`config.mk`:
```
export PLATFORM = sky130hd
export DESIGN_NAME = eqz_div
export DESIGN_NICKNAME = d
export VERILOG_FILES = /design/src/hdl/eqz_pkg.sv /design/src/hdl/eqz_div.sv
export SDC_FILE = /design/constraint.sdc
export NUM_CORES = 1
export LEC_CHECK = 0
export BUFFER_PORTS_ARGS = -buffer_cell sky130_fd_sc_hd__buf_4
export CORE_UTILIZATION = 61
export CTS_CLUSTER_DIAMETER = 60
export DETAILED_ROUTE_END_ITERATION = 8
export PLACE_DENSITY = 0.86
export SYNTH_ARGS = -nofsm -noshare
export SYNTH_HDL_FRONTEND = slang
export SYNTH_SLANG_ARGS = --single-unit
```
`constraint.sdc`:
```
create_clock -name clk -period 4.15 [get_ports clk]
set_input_delay 0.6225 -clock clk [delete_from_list [all_inputs] [get_ports clk]]
set_output_delay 0.6225 -clock clk [all_outputs]
set_load 0.02 [all_outputs]
```
`src/hdl/eqz_pkg.sv`:
```
// ----------------------------------------------------------------------------
// eqz_pkg
// Shared types, constants and saturation helpers of the widely linear
// NLMS equalizer.
// ----------------------------------------------------------------------------
package eqz_pkg;

	// NUM_TAPS must be a power of two: the sample store wraps its pointer.
	localparam int NUM_TAPS    = 128;
	localparam int REF_TAP     = 32;
	localparam int SAMPLE_BITS = 16;
	localparam int TAP_BITS    = 24;
	localparam int SAMPLE_FRAC = SAMPLE_BITS - 6;
	localparam int TAP_FRAC    = TAP_BITS - 3;
	localparam int STEP_FRAC   = 30;

	localparam int TAP_AW  = $clog2(NUM_TAPS);
	localparam int CNT_W   = TAP_AW + 1;
	localparam bit REF_ON  = (REF_TAP < NUM_TAPS);
	localparam logic [TAP_AW-1:0] REF_IDX = TAP_AW'(REF_TAP % NUM_TAPS);

	// dot product accumulator: 2*NUM_TAPS products of tap by sample
	localparam int ACC_W  = SAMPLE_BITS + TAP_BITS + TAP_AW + 1;
	// window energy: 2*NUM_TAPS squares
	localparam int EN_W   = 2 * (SAMPLE_BITS - 1) + TAP_AW + 2;
	localparam int DEN_W  = EN_W + 1;
	localparam int ERR_W  = SAMPLE_BITS + 1;
	localparam int NUM_W  = ERR_W - 1 + STEP_FRAC;
	localparam int DIV_CW = $clog2(NUM_W + 1);
	localparam int STEP_W = 41;
	localparam logic [NUM_W-1:0] STEP_LIMIT = NUM_W'(64'd1 << 39);
	localparam int MUL_W  = STEP_W + SAMPLE_BITS;
	localparam int DA_SH  = STEP_FRAC - TAP_FRAC;
	localparam int UPD_W  = MUL_W - DA_SH + 1;
	localparam int YS_W   = ACC_W - TAP_FRAC;

	localparam logic [ACC_W-1:0] Y_RND   = ACC_W'(64'd1 << (TAP_FRAC - 1));
	localparam logic [MUL_W-1:0] UPD_RND = MUL_W'(64'd1 << (DA_SH - 1));

	typedef logic signed [SAMPLE_BITS-1:0] sample_t;
	typedef logic signed [TAP_BITS-1:0]    tap_t;
	typedef logic [TAP_AW-1:0]             tap_idx_t;

	localparam tap_t    TAP_ONE = TAP_BITS'(64'd1 << TAP_FRAC);
	localparam sample_t TARGET  = SAMPLE_BITS'(5 << SAMPLE_FRAC);

	typedef enum logic [1:0] {
		CMD_FILTER = 2'd0,
		CMD_TRAIN  = 2'd1,
		CMD_SKIP   = 2'd2
	} cmd_t;

	function automatic sample_t sat_sample(input logic signed [YS_W-1:0] v);
		logic hi_ones;
		logic hi_zeros;
		hi_ones  = &v[YS_W-1:SAMPLE_BITS-1];
		hi_zeros = ~|v[YS_W-1:SAMPLE_BITS-1];
		if (hi_ones || hi_zeros)
			return v[SAMPLE_BITS-1:0];
		else if (v[YS_W-1])
			return {1'b1, {(SAMPLE_BITS-1){1'b0}}};
		else
			return {1'b0, {(SAMPLE_BITS-1){1'b1}}};
	endfunction

	function automatic tap_t sat_tap(input logic signed [UPD_W-1:0] v);
		logic hi_ones;
		logic hi_zeros;
		hi_ones  = &v[UPD_W-1:TAP_BITS-1];
		hi_zeros = ~|v[UPD_W-1:TAP_BITS-1];
		if (hi_ones || hi_zeros)
			return v[TAP_BITS-1:0];
		else if (v[UPD_W-1])
			return {1'b1, {(TAP_BITS-1){1'b0}}};
		else
			return {1'b0, {(TAP_BITS-1){1'b1}}};
	endfunction

endpackage

```
`src/hdl/eqz_div.sv`:
```
// ----------------------------------------------------------------------------
// eqz_div
// Restoring unsigned divider, one quotient bit per cycle.
// ----------------------------------------------------------------------------
module eqz_div (
	input  logic                      clk,
	input  logic                      arst_n,
	input  logic                      start,
	input  logic [eqz_pkg::NUM_W-1:0] num,
	input  logic [eqz_pkg::DEN_W-1:0] den,
	output logic                      done,
	output logic [eqz_pkg::NUM_W-1:0] quot
);
	import eqz_pkg::*;

	logic              busy_q;
	logic              done_q;
	logic [DIV_CW-1:0] cnt_q;
	logic [DEN_W:0]    rem_q;
	logic [NUM_W-1:0]  nq_q;
	logic [DEN_W-1:0]  den_q;
	logic [DEN_W:0]    trial;
	logic              fits;

	assign trial = {rem_q[DEN_W-1:0], nq_q[NUM_W-1]};
	assign fits  = (trial >= {1'b0, den_q});

	always_ff @(posedge clk or negedge arst_n) begin
		if (!arst_n) begin
			busy_q <= 1'b0;
			done_q <= 1'b0;
			cnt_q  <= '0;
		end else begin
			done_q <= 1'b0;
			if (start) begin
				busy_q <= 1'b1;
				cnt_q  <= DIV_CW'(NUM_W);
			end else if (busy_q) begin
				cnt_q <= cnt_q - 1'b1;
				if (cnt_q == DIV_CW'(1)) begin
					busy_q <= 1'b0;
					done_q <= 1'b1;
				end
			end
		end
	end

	// numerator shifts out as quotient bits shift in
	always_ff @(posedge clk) begin
		if (start) begin
			rem_q <= '0;
			nq_q  <= num;
			den_q <= den;
		end else if (busy_q) begin
			rem_q <= fits ? (trial - {1'b0, den_q}) : trial;
			nq_q  <= {nq_q[NUM_W-2:0], fits};
		end
	end

	assign done = done_q;
	assign quot = nq_q;

endmodule

```
==> summary.md <==
| Metric | Value |
|---|---|
| Status | `completed` |
| Area leader, netlist | `edfxtp_1` |
| CP endpoint kind | `register` |
| Pin count of the biggest net entering global routing | `78` |
| Synthesized area | `0.007777 sq mm` |
| CTS tree | `built` |
| Area contributors post-synth | `edfxtp_1, dfxtp_1, ha_1` |
| Mean Syn Cell Area | `10.40 sq um` |
| Yosys Warn Count | `0` |
| PostCTS Resize Cnt | `0` |
| Multiplexer share of the synthesized area | `0.1039` |
| Worst setup SP type | `register` |
| Layout cell share with drive strength beyond 1 | `0.2545` |
| Top FF cell, synth | `edfxtp_1` |
| Min-Delay Path Class | `in2reg` |
| Post-CTS Hold Fix Bufs | `1` |
| Vias in the first global route | `6268` |
| Die area | `0.01321 sq mm` |
| Number of diodes | `0` |
| Largest fanout on the critical path | `25` |
| Post-route ant nets | `0` |
| Clock root buffer | `clkbuf_16` |
| Die width | `114.9 um` |
| Final setup fails | `0` |
| FF-to-FF End | `rem_q[32]` |
| Worst Skew | `0.007120 ns` |
| Tcrit/Tclk final | `0.8896` |
| Number of CTS-inserted buffers | `17` |
| RSZ-0062 raised after global routing | `no` |
| Largest family of logic cells by synthesized area | `compound AO/OA/AOI/OAI gates` |
| Post-Route WL | `18.67 mm` |
| Hold EP | `den_q[29]` |
| Top cells by count, synth | `edfxtp_1, nor2_1, inv_1, mux2_2, nand2_1` |
| Final Util | `0.7734` |
| Max Clk Rate | `270.9 MHz` |
| Mapped Nets | `880` |
| Post-synthesis compound-gate area fraction | `0.1610` |
| Routed vias/inst | `6.028` |
| Htree depth | `4` |
| Initial Util | `0.6369` |
| # nets final | `999` |
| GRT Total Usage | `0.2932` |
| CP Data Required Time | `4.42 ns` |
| Routed WL per cell | `17.82 um` |
| Post-CTS Setup Repair Bufs | `0` |
| Placed Instance Area | `0.008879 sq mm` |
| Synth Instances | `748` |
| Measured slew at the worst slew-check pin | `1.082 ns` |
| Worst Hold Launch | `den[29]` |
| Initial DRC count | `554` |
| Pwr dens | `380.0 mW/mm^2` |
| Gpl congestion | `0.9519` |
| Synth Area in Adders | `0.07014` |
| Leakage | `4.050 nW` |
| Fin. Hold Viols | `0` |
| Total power | `3.589 mW` |
| Yosys reg bits | `134` |
| Asr flop ratio synth | `0.05970` |
| Final std cells w/o fill | `1048` |
| Max Slew Vio Count | `0` |
| VDD IR max | `0.0002988 V` |
| Final instance area | `0.009444 sq mm` |
| Worst r2r src | `den_q[12]` |
| # port buffers | `135` |
| Max Cap Viol | `0` |
| Post-detail-place hpwl | `12.94 mm` |
| Site Rows | `40` |
| Vert. Die Dim | `114.9 um` |
| Setup TNS | `0 ns` |
| First-pass GRT wire length | `30.02 mm` |
| Clock sinks | `134` |
| Post-synthesis sequential area ratio | `0.4607` |
| Post-route setup slack | `0.4580 ns` |
| Worst-case hold slack | `0.3752 ns` |
| WP data arrival | `3.96 ns` |
| Fin crit period | `3.692 ns` |
| Synth Area in Simple Gates | `0.1125` |
| Synth Area in XOR/XNOR | `0.04279` |
| Most frequent cell after synthesis | `edfxtp_1` |
| Pre-CTS WS | `0.4977 ns` |
| DRT Pass-1 Iters | `5` |
| Worst reg2reg path depth | `12` |
| Io pins | `136` |
| Core Box Area | `0.01221 sq mm` |
| P&R area growth vs syn | `21.43%` |
| Clock buffer depth | `2` |
| R2r setup slk | `0.46 ns` |
| Vias | `6317` |
| Clock transition at path regs | `0.06 ns` |
| Setup CP Type | `reg2reg` |
| Top cell type's share of synthesized area | `0.3320` |
| Number of synthesized flops with an enable pin | `86` |
| Placed Instances | `1015` |
| WHS Path Cells | `1` |
| Grt total ovfl | `0` |
| Netlist cell types | `64` |
| DRC | `0` |
| Skew-Pair Late Insertion Delay | `0.42 ns` |
| Slew Limit Headroom | `0.2790` |
| Initial antenna violation count | `0` |
-- state kept, by name, indices dropped and copies added (netlist names) --
name / count
quot: 46
den_q: 40
rem_q: 40
cnt_q: 6
busy_q: 1
done: 1
-- routing by layer --
layer	global-route usage	vias up	part of all wire
li1	-	3004	-
met1	0.3476	2993	0.40
met2	0.5008	285	0.50
met3	0.08540	35	0.082
met4	0.1186	0	0.019
met5	0	-	0
-- worst max-delay path: stages (launching register included) --
cell	delay (ns)
edfxtp_1	0.32
inv_1	0.04
ha_1	0.39
and3_1	0.25
and3_1	0.19
a21bo_1	0.22
a211o_1	0.30
a21oi_2	0.18
o21ai_2	0.13
o31ai_4	0.87
buf_12	0.30
mux2i_1	0.24
a211oi_1	0.09
-- layout make-up --
class	instances	area, sq um
multi-input cells	519	3814
clock buffers	18	429.2
repair buffers	142	1081
inverters	53	198.9
clock inverters	14	126.4
well taps	168	210.2
flip-flops and latches	134	3585
fillers	819	2768
-- cells in the final DEF, fill, tap and decap left out, types with 12 or more instances in the layout --
cell / count
buf_4: 140
edfxtp_1: 86
nor2_1: 54
inv_1: 52
mux2_2: 46
nand2_1: 45
ha_1: 42
dfxtp_1: 40
a21oi_1: 39
o21ai_0: 33
mux2i_1: 29
a211oi_1: 28
xnor2_1: 27
a21o_1: 20
and3_1: 17
clkbuf_16: 17
o21bai_1: 12
nand4_1: 12
-- power by group --
| group | switching, mW | leakage [nW] | internal [mW] |
|---|---|---|---|
| Combinational | 0.319 | 2.50 | 0.273 |
| Sequential | 0.0534 | 1.29 | 1.52 |
| Clock | 0.594 | 0.261 | 0.826 |
| Total | 0.966 | 4.05 | 2.62 |
-- worst max-delay path by stage --
stage | cells after the start | endpoint | from
finish | 12 | rem_q[32] | den_q[12]
global placement | 12 | rem_q[32] | den_q[12]
detailed placement | 12 | rem_q[28] | den_q[9]
floorplan | 12 | rem_q[32] | quot[45]
CTS | 12 | rem_q[32] | den_q[9]
global route | 12 | rem_q[8] | den_q[9]
-- kinds of logic after synthesis --
group	Yosys count
buffers and inverters	95
adders and majority gates	43
AOI/OAI and AO/OA	184
DFF	134
xor gates and xnor gates	38
muxes	75
and+or+nand+nor	179
Note: power is estimated with default switching activity, not from simulation.
